$ cat src/rtl/dqr_pkg.sv
// Shared constants, codes and types for the deque with remove-by-value.
package dqr_pkg;

  localparam int DEPTH  = 16;
  localparam int DATA_W = 32;
  localparam int PTR_W  = (DEPTH > 1) ? $clog2(DEPTH) : 1;
  localparam int CNT_W  = $clog2(DEPTH + 1);
  localparam int REQ_W  = 3;
  localparam int CNT_OUT_W = 5;

  localparam logic [DATA_W-1:0] EMPTY_VALUE = {DATA_W{1'b1}};

  // request codes; unused codes behave as query
  localparam logic [REQ_W-1:0] REQ_PUSH_BACK  = 3'd0;
  localparam logic [REQ_W-1:0] REQ_PUSH_FRONT = 3'd1;
  localparam logic [REQ_W-1:0] REQ_REMOVE     = 3'd2;
  localparam logic [REQ_W-1:0] REQ_CLEAR      = 3'd3;
  localparam logic [REQ_W-1:0] REQ_QUERY      = 3'd4;

  typedef enum logic [3:0] {
    ST_IDLE,
    ST_EXEC,
    ST_SCAN_RD,
    ST_SCAN_CMP,
    ST_SH_RD,
    ST_SH_WR,
    ST_RD_F,
    ST_RD_B,
    ST_CAP_B,
    ST_DONE
  } state_t;

  // operands for the shared slot/compare unit
  typedef struct packed {
    logic [PTR_W-1:0]  first;
    logic [PTR_W-1:0]  pos;
    logic [DATA_W-1:0] lhs;
    logic [DATA_W-1:0] rhs;
  } unit_in_t;

  typedef struct packed {
    logic [PTR_W-1:0] slot;
    logic             eq;
  } unit_out_t;

endpackage

$ cat src/rtl/dqr_ram.sv
// Generic simple dual-port RAM with registered read.
module dqr_ram #(
  parameter int WIDTH = 32,
  parameter int DEPTH = 16
) (
  input  logic                     clk,
  input  logic                     we,
  input  logic [$clog2(DEPTH)-1:0] waddr,
  input  logic [WIDTH-1:0]         wdata,
  input  logic [$clog2(DEPTH)-1:0] raddr,
  output logic [WIDTH-1:0]         rdata
);

  logic [WIDTH-1:0] mem [DEPTH];

  always_ff @(posedge clk) begin
    if (we) begin
      mem[waddr] <= wdata;
    end
    rdata <= mem[raddr];
  end

endmodule

$ cat src/rtl/dqr_unit.sv
// Shared unit: circular slot address (first + pos mod DEPTH) and word compare.
module dqr_unit import dqr_pkg::*; (
  input  unit_in_t  u_in,
  output unit_out_t u_out
);

  localparam logic [PTR_W:0] DEPTH_W = (PTR_W + 1)'(DEPTH);

  logic [PTR_W:0] sum;

  always_comb begin
    sum = {1'b0, u_in.first} + {1'b0, u_in.pos};
    if (sum >= DEPTH_W) begin
      sum = sum - DEPTH_W;
    end
    u_out.slot = sum[PTR_W-1:0];
    u_out.eq   = (u_in.lhs == u_in.rhs);
  end

endmodule

$ cat src/rtl/deque_with_remove_by_value.sv
// Top level: bounded deque with remove-by-value, sequenced over one RAM port pair.
//
//  channel | dir | tdata (low bit up)                                   | tuser
//  in_     | in  | item_value[31:0]                                     | req_type[2:0]
//  out_    | out | front[31:0] back[63:32] count[68:64] empty[69]       | -
//          |     | matched[70] dropped[71]                              |
//
// Push, clear, query run exec, front read, back read, capture, result load, idle;
// an empty store skips back read and capture. The result shows on the return to idle.
// Remove adds a read and a compare state per entry scanned, a read and a write state
// per later entry moved and a read on a hit; the single registered-read port sets this.
// in_tready is high only in idle; a finished word waits in the output register
// while the next word is accepted. Synchronous active-low reset empties the store.
module deque_with_remove_by_value import dqr_pkg::*; (
  input  logic        clk,
  input  logic        rst_n,
  input  logic        in_tvalid,
  output logic        in_tready,
  input  logic [31:0] in_tdata,   // item_value[31:0]
  input  logic [2:0]  in_tuser,   // req_type[2:0]
  output logic        out_tvalid,
  input  logic        out_tready,
  output logic [71:0] out_tdata   // front, back, count[4:0], empty, matched, dropped
);

  state_t state_r, state_nxt;
  logic [PTR_W-1:0]  first_r, first_nxt;
  logic [CNT_W-1:0]  count_r, count_nxt;
  logic [PTR_W-1:0]  pos_r, pos_nxt;
  logic [REQ_W-1:0]  req_r, req_nxt;
  logic [DATA_W-1:0] val_r, val_nxt;
  logic [DATA_W-1:0] front_r, front_nxt;
  logic [DATA_W-1:0] back_r, back_nxt;
  logic              matched_r, matched_nxt;
  logic              dropped_r, dropped_nxt;
  logic              out_valid_r, out_valid_nxt;
  logic [71:0]       out_data_r, out_data_nxt;

  unit_in_t          u_in;
  unit_out_t         u_out;
  logic              ram_we;
  logic [DATA_W-1:0] ram_wdata;
  logic [DATA_W-1:0] ram_rdata;
  logic [CNT_W-1:0]  pos_inc;
  logic              full;

  dqr_unit u_unit (
    .u_in  (u_in),
    .u_out (u_out)
  );

  dqr_ram #(
    .WIDTH (DATA_W),
    .DEPTH (DEPTH)
  ) u_ram (
    .clk   (clk),
    .we    (ram_we),
    .waddr (u_out.slot),
    .wdata (ram_wdata),
    .raddr (u_out.slot),
    .rdata (ram_rdata)
  );

  assign pos_inc    = CNT_W'(pos_r) + 1'b1;
  assign full       = (count_r >= CNT_W'(DEPTH));
  assign in_tready  = (state_r == ST_IDLE);
  assign out_tvalid = out_valid_r;
  assign out_tdata  = out_data_r;

  always_comb begin
    state_nxt     = state_r;
    first_nxt     = first_r;
    count_nxt     = count_r;
    pos_nxt       = pos_r;
    req_nxt       = req_r;
    val_nxt       = val_r;
    front_nxt     = front_r;
    back_nxt      = back_r;
    matched_nxt   = matched_r;
    dropped_nxt   = dropped_r;
    out_valid_nxt = out_valid_r && !out_tready;
    out_data_nxt  = out_data_r;
    u_in.first    = first_r;
    u_in.pos      = pos_r;
    u_in.lhs      = ram_rdata;
    u_in.rhs      = val_r;
    ram_we        = 1'b0;
    ram_wdata     = val_r;

    unique case (state_r)
      ST_IDLE: begin
        if (in_tvalid) begin
          req_nxt     = in_tuser;
          val_nxt     = in_tdata;
          matched_nxt = 1'b0;
          dropped_nxt = 1'b0;
          state_nxt   = ST_EXEC;
        end
      end
      ST_EXEC: begin
        state_nxt = ST_RD_F;
        unique case (req_r)
          REQ_PUSH_BACK: begin
            if (full) begin
              dropped_nxt = 1'b1;
            end else begin
              u_in.pos  = count_r[PTR_W-1:0];
              ram_we    = 1'b1;
              count_nxt = count_r + 1'b1;
            end
          end
          REQ_PUSH_FRONT: begin
            if (full) begin
              dropped_nxt = 1'b1;
            end else begin
              // first + DEPTH-1 wraps to first - 1
              u_in.pos  = PTR_W'(DEPTH - 1);
              ram_we    = 1'b1;
              first_nxt = u_out.slot;
              count_nxt = count_r + 1'b1;
            end
          end
          REQ_REMOVE: begin
            pos_nxt = '0;
            if (count_r != '0) begin
              state_nxt = ST_SCAN_RD;
            end
          end
          REQ_CLEAR: begin
            count_nxt = '0;
          end
          default: begin
            // query and unused codes leave the store alone
          end
        endcase
      end
      ST_SCAN_RD: begin
        state_nxt = ST_SCAN_CMP;
      end
      ST_SCAN_CMP: begin
        if (u_out.eq) begin
          state_nxt = ST_SH_RD;
        end else if (pos_inc < count_r) begin
          pos_nxt   = pos_inc[PTR_W-1:0];
          state_nxt = ST_SCAN_RD;
        end else begin
          state_nxt = ST_RD_F;
        end
      end
      ST_SH_RD: begin
        if (pos_inc < count_r) begin
          u_in.pos  = pos_inc[PTR_W-1:0];
          state_nxt = ST_SH_WR;
        end else begin
          count_nxt   = count_r - 1'b1;
          matched_nxt = 1'b1;
          state_nxt   = ST_RD_F;
        end
      end
      ST_SH_WR: begin
        // move the later word one place toward the front
        ram_we    = 1'b1;
        ram_wdata = ram_rdata;
        pos_nxt   = pos_inc[PTR_W-1:0];
        state_nxt = ST_SH_RD;
      end
      ST_RD_F: begin
        if (count_r == '0) begin
          front_nxt = EMPTY_VALUE;
          back_nxt  = EMPTY_VALUE;
          state_nxt = ST_DONE;
        end else begin
          u_in.pos  = '0;
          state_nxt = ST_RD_B;
        end
      end
      ST_RD_B: begin
        front_nxt = ram_rdata;
        u_in.pos  = PTR_W'(count_r - 1'b1);
        state_nxt = ST_CAP_B;
      end
      ST_CAP_B: begin
        back_nxt  = ram_rdata;
        state_nxt = ST_DONE;
      end
      ST_DONE: begin
        if (!out_valid_r || out_tready) begin
          out_valid_nxt = 1'b1;
          out_data_nxt  = {dropped_r, matched_r, (count_r == '0),
                           CNT_OUT_W'(count_r), back_r, front_r};
          state_nxt     = ST_IDLE;
        end
      end
      default: begin
        state_nxt = ST_IDLE;
      end
    endcase
  end

  always_ff @(posedge clk) begin
    if (!rst_n) begin
      state_r     <= ST_IDLE;
      first_r     <= '0;
      count_r     <= '0;
      out_valid_r <= 1'b0;
    end else begin
      state_r     <= state_nxt;
      first_r     <= first_nxt;
      count_r     <= count_nxt;
      out_valid_r <= out_valid_nxt;
    end
  end

  always_ff @(posedge clk) begin
    pos_r      <= pos_nxt;
    req_r      <= req_nxt;
    val_r      <= val_nxt;
    front_r    <= front_nxt;
    back_r     <= back_nxt;
    matched_r  <= matched_nxt;
    dropped_r  <= dropped_nxt;
    out_data_r <= out_data_nxt;
  end

endmodule

$ cat config.mk
export PLATFORM = sky130hd
export DESIGN_NAME = deque_with_remove_by_value
export DESIGN_NICKNAME = d
export VERILOG_FILES = /design/src/rtl/dqr_pkg.sv /design/src/rtl/dqr_ram.sv /design/src/rtl/dqr_unit.sv /design/src/rtl/deque_with_remove_by_value.sv
export SDC_FILE = /design/constraint.sdc
export NUM_CORES = 1
export LEC_CHECK = 0
export BUFFER_PORTS_ARGS = -buffer_cell sky130_fd_sc_hd__buf_4
export CELL_PAD_IN_SITES_DETAIL_PLACEMENT = 0
export CELL_PAD_IN_SITES_GLOBAL_PLACEMENT = 1
export CORE_AREA = 3 3 249 251
export DETAILED_ROUTE_END_ITERATION = 7
export DIE_AREA = 0 0 252 254
export GPL_TIMING_DRIVEN = 0
export PLACE_DENSITY = 0.72
export SYNTH_ARGS = -nofsm -noshare
export SYNTH_HDL_FRONTEND = slang
export SYNTH_SLANG_ARGS = --single-unit
$ cat constraint.sdc
create_clock -name clk -period 22.8 [get_ports clk]
set_input_delay 3.42 -clock clk [delete_from_list [all_inputs] [get_ports clk]]
set_output_delay 3.42 -clock clk [all_outputs]
set_load 0.05 [all_outputs]
Yosys cells after proc, flatten, opt, wreduce, memory -nomap -nowiden
Memories as Yosys holds them, arrays and structs flattened. A register that Yosys moved wholly into a read port is not among the register bits.
Index checks and enable logic that the tools add are counted.

cells by class
  $lt $le $gt $ge = 3
  equality and inequality tests = 23
  add/sub/neg operators = 5
  bitwise operators = 1
  reduce and logical (&&, ||, !) cells = 25
  multiplexer cells = 40

operators with widths
  kind                                                       number
  one-hot mux 32 bit (2 select lines)                        2
  two-way mux 32 bit                                         2
  two-way mux 4 bit                                          10
  one-hot mux 4 bit (10 select lines)                        1
  equality test 32 bit                                       1
  one-hot mux 5 bit (2 select lines)                         2
  equality test 4 x 3 -> 1 bit (second input constant)       4
  != test 2 bit (second input constant)                      8
  one-hot mux 4 bit (4 select lines)                         1
  two-way mux 3 bit                                          4
  one-hot mux 4 bit (3 select lines)                         1
  greater-or-equal comparator 5 bit (second input constant)  2
  two-way mux 1 bit                                          10
  two-way mux 5 bit                                          2
  AND reduction 2 bit                                        5
  nonzero test 2 bit                                         5
  AND reduction 3 bit                                        3
  equality test 4 x 2 -> 1 bit (second input constant)       2
  equality test 4 bit (second input constant)                2
  one-hot mux 4 bit (2 select lines)                         1
  AND reduction 4 bit                                        2
  equality test 3 x 2 -> 1 bit (second input constant)       2
  one-hot mux 1 bit (2 select lines)                         3
  adder 4 x 1 -> 5 bit (second input constant)               1
  other kinds (20)                                           21

word-level totals
  flip-flop bits (word level) = 191
  bits in writable memories = 512
  input port bits = 39
  word-level logic and storage cells = 110
  output and inout bits = 74
  memories kept = 1

memory list
  name       words  width  rd ports  clocked after memory_dff  write ports  line           text
  u_ram.mem  16     32     1         1                         1            dqr_ram.sv:14  logic [WIDTH-1:0] mem [DEPTH];

Longest topological paths before layout
Gate-level depths: netlist of the first run.

  word-level depth = 7
  mapped depth = 18
  mapped depth without buffers = 16

Cells and area by module
A second synthesis of the first run with hierarchy kept.

unflattened totals
  cells, all modules = 1,456
  area, all modules = 27,948.1 sq um

modules (own cells, without submodules)
  module                      area each (sq um)  seq. area each (sq um)  cells each  instances
  dqr_ram                     19,835.3           16,015.4                838         1
  deque_with_remove_by_value  7,654.8            5,595.4                 562         1
  dqr_unit                    457.9              0.0                     56          1

Worst setup path before layout of the first run
No wires, ideal clock.

  path kind = input to register
  start point = in out_tready
  end point = reg out_data_r[0] (netlist: out_tdata[0]) (enable)
  path buffers = 0
  data required time = 22,209 ps
  slack = 13,853 ps
  stages = 2
  arrival time = 8,356 ps
  library setup time = 591 ps
  cells stage by stage = nor2b_1 -> nor3_1

between the ends
  word-level cells in the longest chain between the ends = 2

RTL lines
  element                               line                               text
  start: declaration                    deque_with_remove_by_value.sv:22   input logic out_tready,
  logical OR 1 bit                      deque_with_remove_by_value.sv:187  if (!out_valid_r || out_tready) begin
  AND reduction 2 bit (no source line)  --
  end signal: assignment                deque_with_remove_by_value.sv:222  out_data_r <= out_data_nxt;
  end: declaration                      deque_with_remove_by_value.sv:37   logic [71:0] out_data_r, out_data_nxt;

Every way passes these cells.
A chain may end at the register's enable or synchronous reset.

==> impl_metrics.yaml, run 1 <==
status:
  status: "finished, final reports clean"
routing:
  drc: 0
  detail-route-antenna-nets: 0
  via_count: 14300
  initialDrtViolationCount: 1200
  vias_per_cell: 5.57
  detail_route.wl_per_cell_um: 24.4
  wl_um: 62700
  drt-pass1-iter-count: 5
logic_synthesis:
  async_flop_share_pct: 0
  yosys_most_used_dff: "edfxtp_1"
  ys_ff_latch: 735
  syn_avg_cell_area_um2: 19.4
  synthCells: 1452
  synth-edff-count: 689
  synth_nets: 1502
  ys_seq_area_share_pct: 76.7
  synth_cell_types: 51
  yosysWarningCount: 0
  syn_area_um2: 28200
final_layout:
  post-route-util_pct: 55.6
  area_growth_pct: 18.6
  final_common_cell: "edfxtp_1"
  final_cell_mix: "edfxtp_1 (689), buf_4 (155), mux4_2 (128)"
  num-nets-final: 1772
  multiInputGateArea_um2: 6320
  register_area_um2: 21600
  stdcell_count: 2567
  fillers: 4596
  layout-drive-gt1-share_pct: 28.4
setup_path:
  critPathKind: "reg -> reg"
  required_ps: 23100
  rrSetupSlack_ps: 15880
  r2r-end: "u_ram.mem[14][14]$_DFFE_PP_"
  rr_worst_depth: 20
  end_kind: "flip-flop"
  start_kind: "flip-flop"
  reg2reg_from: "count_r[2]$_SDFFE_PN0P_"
  cp_max_fo: 10
  arrival_ps: 7230
die:
  dieArea_um2: 64000
  coreArea_um2: 60100
  die_h_um: 254
  start_util_pct: 46.8
  rows: 90
  ioPinCount: 113
  die_x_um: 252
timing:
  drv_slew: 0
  timing.hold.ws_ps: 415
  slew_headroom_pct: 14.1
  fin_setup_tns_ps: 0
  rsz0062_at_grt: "false"
  period_share_pct: 30.4
  final-hold-violation-count: 0
  finalCriticalPeriod_ps: 6920
  clock-skew-final_ps: 34.4
  fmaxAchievable_ghz: 0.144
  setup_viol: 0
  tightest_slew_ps: 1290
placement:
  io_buffers: 112
  place.gp.congestion: 0.806
  dp.cells: 2428
  hpwl_um: 44000
clocking:
  clk_pin_slew_ps: 60
  numClockSinks: 735
  cts_made_buffers: 74
  cts_hold_buffers: 0
  cts-root-buf: "clkbuf_16"
  htree_levels: 3
  clock_path_buffers: 3
  clock_latency_ps: 620
  cts_resized: 0
  cts_setup_buffers: 0
  tritoncts: "done"
power:
  leakage_nw: 11.2
  power.total_mw: 4.56
  power.density_nw_per_um2: 137
  max-vdd-ir-drop_v: 0.0000767
global_routing:
  grt_pass1_wl_um: 93100
  overflow: 0
  antenna_found_initial: 0
  grt_pass1_vias: 14300
  grtUsageTotal_pct: 20.0
  grt_max_degree: 34
min_path:
  hold_end: "out_tdata[29]$_DFFE_PP_"
  hp-start: "front_r[29]$_SDFFCE_PN1P_"
  whs_path_depth: 0
  hold_class: "reg -> reg"
job:
  cap_violations: 0
## worst max-delay path: stages (launching register included)
cell and delay, ps:
dfxtp_1 390, buf_1 390, inv_1 200, ha_1 350, a21o_1 160, a31oi_1 130, o21ai_0 210, clkbuf_1 280
nand2_1 190, nand2_1 90, nand2_1 90, o211ai_1 120, ha_1 240, fa_1 770, clkbuf_1 530, clkbuf_1 670
clkbuf_1 510, nand2_1 280, nor3_2 580, buf_6 240, buf_6 170
## power breakdown
group          total [mW]  switching (mW)  internal, mW
registers            1.78           0.101          1.68
logic                1.54           0.888         0.657
clock network        1.23           0.500         0.734
total                4.56            1.49          3.07
## per-layer routing
layer / GRT usage (%) / part of all wire [%] / vias to the layer above
met5: 0 / 0 / -
met4: 6.26 / 2.3 / 0
met3: 3.43 / 6.5 / 94
met2: 32.5 / 49 / 501
met1: 27.9 / 43 / 7404
li1: - / - / 6295
## per-stage QoR
stage                     cell area, um^2  setup WS, ps
after detailed placement            30900         15940
final                               33400         15880
after floorplan                     28200         13850
after global routing                33400         15440
after global placement              30000         10580
after CTS                           33400         15910
## layout make-up
type                       count  share of cell area, %
sequential                   735                   64.7
multi-input combinational    633                   18.9
clock buffer                  99                   6.19
timing repair buffer         194                   4.93
tap                          782                   2.93
clock inverter                39                   1.31
buffer                        67                  0.824
inverter                      17                  0.191
antenna                        1                0.00749
## kinds of logic (layout without fill, tap and decap cells)
| family | count (synthesis) | in the layout | share of synthesized area [%] |
|---|---|---|---|
| flops | 735 | 735 | 76.7 |
| simple gates | 286 | 286 | 4.88 |
| mux | 226 | 226 | 13.7 |
| buf+inv | 84 | 416 | 1.20 |
| compound gates | 69 | 69 | 1.64 |
| xor+xnor | 41 | 41 | 1.30 |
| fa+ha+maj | 11 | 11 | 0.515 |
| other cells | 0 | 1 | 0 |
## sequential cells by signal, summed over array words and instances, names as in the netlist
| signal | cells |
|---|---|
| dropped_r | 1 |
| val_r | 32 |
| out_tdata | 72 |
| out_tvalid | 1 |
| u_ram.rdata | 32 |
| u_ram.mem | 512 |
| first_r | 4 |
| matched_r | 1 |
| back_r | 32 |
| state_r | 4 |
| count_r | 5 |
| pos_r | 4 |
| front_r | 32 |
| req_r | 3 |
## how the worst max path moves through the flow
| stage | cells past startpoint | start | endpoint |
|---|---|---|---|
| floorplan | 2 | out_tready | out_tdata[0]$_DFFE_PP_ |
| global placement | 17 | count_r[2]$_SDFFE_PN0P_ | u_ram.mem[1][13]$_DFFE_PP_ |
| detailed placement | 20 | count_r[2]$_SDFFE_PN0P_ | u_ram.mem[15][14]$_DFFE_PP_ |
| CTS | 20 | count_r[2]$_SDFFE_PN0P_ | u_ram.mem[15][3]$_DFFE_PP_ |
| global route | 20 | count_r[2]$_SDFFE_PN0P_ | u_ram.mem[14][3]$_DFFE_PP_ |
| finish | 20 | count_r[2]$_SDFFE_PN0P_ | u_ram.mem[14][14]$_DFFE_PP_ |
## synthesized netlist by cell type (all sizes together), types with 10 or more instances
master | number | area [um^2]
edfxtp | 689 | 20700
mux4 | 128 | 2880
nand2 | 127 | 477
mux2i | 98 | 981
clkbuf | 48 | 180
dfxtp | 46 | 921
nor2 | 37 | 139
xor2 | 35 | 307
nand2b | 34 | 213
or2 | 33 | 206
buf | 19 | 95.1
nor3 | 19 | 100
nor4 | 18 | 113
a21oi | 17 | 85.1
inv | 17 | 63.8
o21ai | 15 | 75.1
ha | 10 | 125
Power figures use the tool's default switching activity.
==> run 2, diff against run 1 <==
--- a/config.mk
+++ b/config.mk
@@ -12,7 +12,7 @@
 export DETAILED_ROUTE_END_ITERATION = 7
 export DIE_AREA = 0 0 252 254
 export GPL_TIMING_DRIVEN = 0
-export PLACE_DENSITY = 0.72
+export PLACE_DENSITY = 0.75
 export SYNTH_ARGS = -nofsm -noshare
 export SYNTH_HDL_FRONTEND = slang
 export SYNTH_SLANG_ARGS = --single-unit
==> constraint.sdc (replaced) <==
create_clock -name clk -period 6 [get_ports clk]
set_input_delay 0.9 -clock clk [delete_from_list [all_inputs] [get_ports clk]]
set_output_delay 0.9 -clock clk [all_outputs]
set_load 0.05 [all_outputs]
==> impl_metrics.yaml, run 2 (same netlist as run 1, synthesis figures left out) <==
final_layout:
  top_register: "u_ram.mem"
  num-nets-final: 1779
  post-route-util_pct: 55.9
  area_growth_pct: 19.3
  final_cell_mix: "edfxtp_1 (689), buf_4 (173), mux4_2 (128)"
  largest_reg_flops: 512
  final_common_cell: "edfxtp_1"
  finalInstanceArea_um2: 33600
  layout-drive-gt1-share_pct: 29.0
clocking:
  clk_pin_slew_ps: 60
  cts_made_buffers: 74
  htree_levels: 3
  numClockSinks: 735
  clock_path_buffers: 3
  tritoncts: "done"
  clock_latency_ps: 620
  cts-root-buf: "clkbuf_16"
timing:
  rsz0062_at_grt: "false"
  clock-skew-final_ps: 26.7
  final-hold-violation-count: 0
  period_share_pct: 95.9
  fmaxAchievable_ghz: 0.174
  slew_headroom_pct: 9.11
  finalCriticalPeriod_ps: 5750
  setup_viol: 0
  tightest_slew_ps: 1350
  drv_slew: 0
  fin_setup_tns_ps: 0
setup_path:
  cp_max_fo: 13
  r2r-end: "u_ram.mem[10][6]$_DFFE_PP_"
  cpMaxStageDelayCell: "fa_2"
  cpPeakStageDelay_ps: 830
  crit_chain: "ha_1 -> xor2_1 -> ha_1 -> a21o_1 -> a31oi_1 -> o21ai_0 -> clkbuf_2 -> nand2_1 -> nand2_1 -> nand2_1 -> o211ai_1 -> ha_1 -> fa_2 -> clkbuf_2 -> nand2_1 -> nor3_4 -> buf_8 -> buf_16 -> buf_8"
  required_ps: 6310
  rr_worst_depth: 19
  critPathKind: "reg -> reg"
  cpMostUsedCell: "nand2_1"
  arrival_ps: 6060
  rrSetupSlack_ps: 250
  end_kind: "flip-flop"
  start_kind: "flip-flop"
  reg2reg_from: "pos_r[0]$_DFFE_PP_"
die:
  dieArea_um2: 64000
  start_util_pct: 46.8
  coreArea_um2: 60100
  ioPinCount: 113
  die_h_um: 254
  rows: 90
  die_x_um: 252
min_path:
  hold_class: "reg -> reg"
  whs_path_depth: 0
  hp-start: "back_r[16]$_SDFFCE_PN1P_"
  hold_end: "out_tdata[48]$_DFFE_PP_"
placement:
  place.gp.congestion: 0.829
  hpwl_um: 44400
  io_buffers: 112
  placed_cell_area_um2: 31000
job:
  cap_violations: 0
power:
  switching_share_pct: 33.3
  p_clk_share_pct: 26.3
  internal_power_mw: 11.6
  seq_power_share_pct: 39.0
  switching_power_mw: 5.79
  combPwrFrac_pct: 34.7
  leakage_nw: 11.4
  power.density_nw_per_um2: 517
  max-vdd-ir-drop_v: 0.000310
routing:
  via_count: 14400
  detail-route-antenna-nets: 0
  initialDrtViolationCount: 1413
  detail_route.wl_per_cell_um: 25.1
  vias_per_cell: 5.61
  drt-pass1-iter-count: 7
  wl_um: 64700
  drc: 0
global_routing:
  antenna_found_initial: 3
  grt_max_degree: 34
  grt_pass1_vias: 14600
  grt_pass1_wl_um: 95300
  overflow: 0
  grtUsageTotal_pct: 20.5
status:
  status: "finished, final reports clean"
==> run 2: cell count changes in the layout (fill, tap and decap cells not counted), sizes merged <==
cell | previous run | this run
buf | 213 | 221
inv | 19 | 22
clkbuf | 147 | 145
bufinv | 8 | 7
clkinv | 26 | 25
==> run 2: area by class of cell <==
type | instances | area, um^2
clock inverters | 40 | 414
clock buffers | 98 | 2000
fillers | 4538 | 26500
plain buffers | 65 | 275
flip-flops and latches | 735 | 21600
repair buffers | 203 | 1830
inverters | 17 | 63.8
multi-input cells | 633 | 6430
diodes | 1 | 2.50
well taps | 782 | 978
==> run 2: per-stage QoR <==
stage / hold WS (ps) / power, mW / setup slack [ps] / instances
floorplan: 400 / 10.8 / -1180 / 1452
global placement: 402 / 12.6 / -6400 / 2346
detailed placement: 405 / 12.9 / -1040 / 2422
CTS: 416 / 17.5 / -0.330 / 2565
global route: 422 / 18.1 / 6.47 / 2573
finish: 417 / 17.4 / 248 / 2574
==> run 2: routing by layer <==
metal  part of all wire (%)  global-route usage, %  vias up
met3                    7.9                   4.07      102
met5                      0                      0        -
met2                     49                   33.6      617
li1                       -                      -     6319
met4                    2.9                   7.27        0
met1                     41                   27.7     7392
==> run 2: worst max-delay path: cells and delay by family, from the launching register on <==
family                     cells  cell delay [ps]
AOI/OAI and AO/OA              4              600
buffers and inverters          5             1200
and+or+nand+nor                5             1230
xor gates and xnor gates       1              160
DFF                            1              520
adders and majority gates      4             1720
==> run 2: worst max-delay path by stage <==
stage                                       start                    endpoint  slack (ps)  cells past startpoint
after floorplan                pos_r[0]$_DFFE_PP_  u_ram.mem[13][0]$_DFFE_PP_       -1180                     17
after global placement    count_r[2]$_SDFFE_PN0P_  u_ram.mem[4][18]$_DFFE_PP_       -6400                     17
after detailed placement  count_r[2]$_SDFFE_PN0P_  u_ram.mem[6][12]$_DFFE_PP_       -1040                     20
after CTS                 count_r[2]$_SDFFE_PN0P_  u_ram.mem[9][12]$_DFFE_PP_        -0.3                     19
after global routing           pos_r[0]$_DFFE_PP_     u_ram.rdata[19]$_DFF_P_           6                     18
final                          pos_r[0]$_DFFE_PP_  u_ram.mem[10][6]$_DFFE_PP_         250                     19
==> run 2: timing repair <==
action	4_1_cts	5_1_grt
endpoints found under the setup margin	475	340
hold buffers	0	0
resized for setup	12	6
pin swaps	5	6
gates cloned	0	0
buffers inserted	7	7
==> run 2: power groups by stage <==
| stage | Clock (mW) | Sequential [mW] | Combinational, mW |
|---|---|---|---|
| 4_1_cts | 4.65 | 6.77 | 6.08 |
| 6_report | 4.57 | 6.78 | 6.03 |
| 3_3_place_gp | 0 | 6.89 | 5.70 |
| 3_5_place_dp | 0 | 6.87 | 6.00 |
| 2_1_floorplan | 0 | 6.68 | 4.16 |
| 5_1_grt | 4.85 | 6.81 | 6.47 |
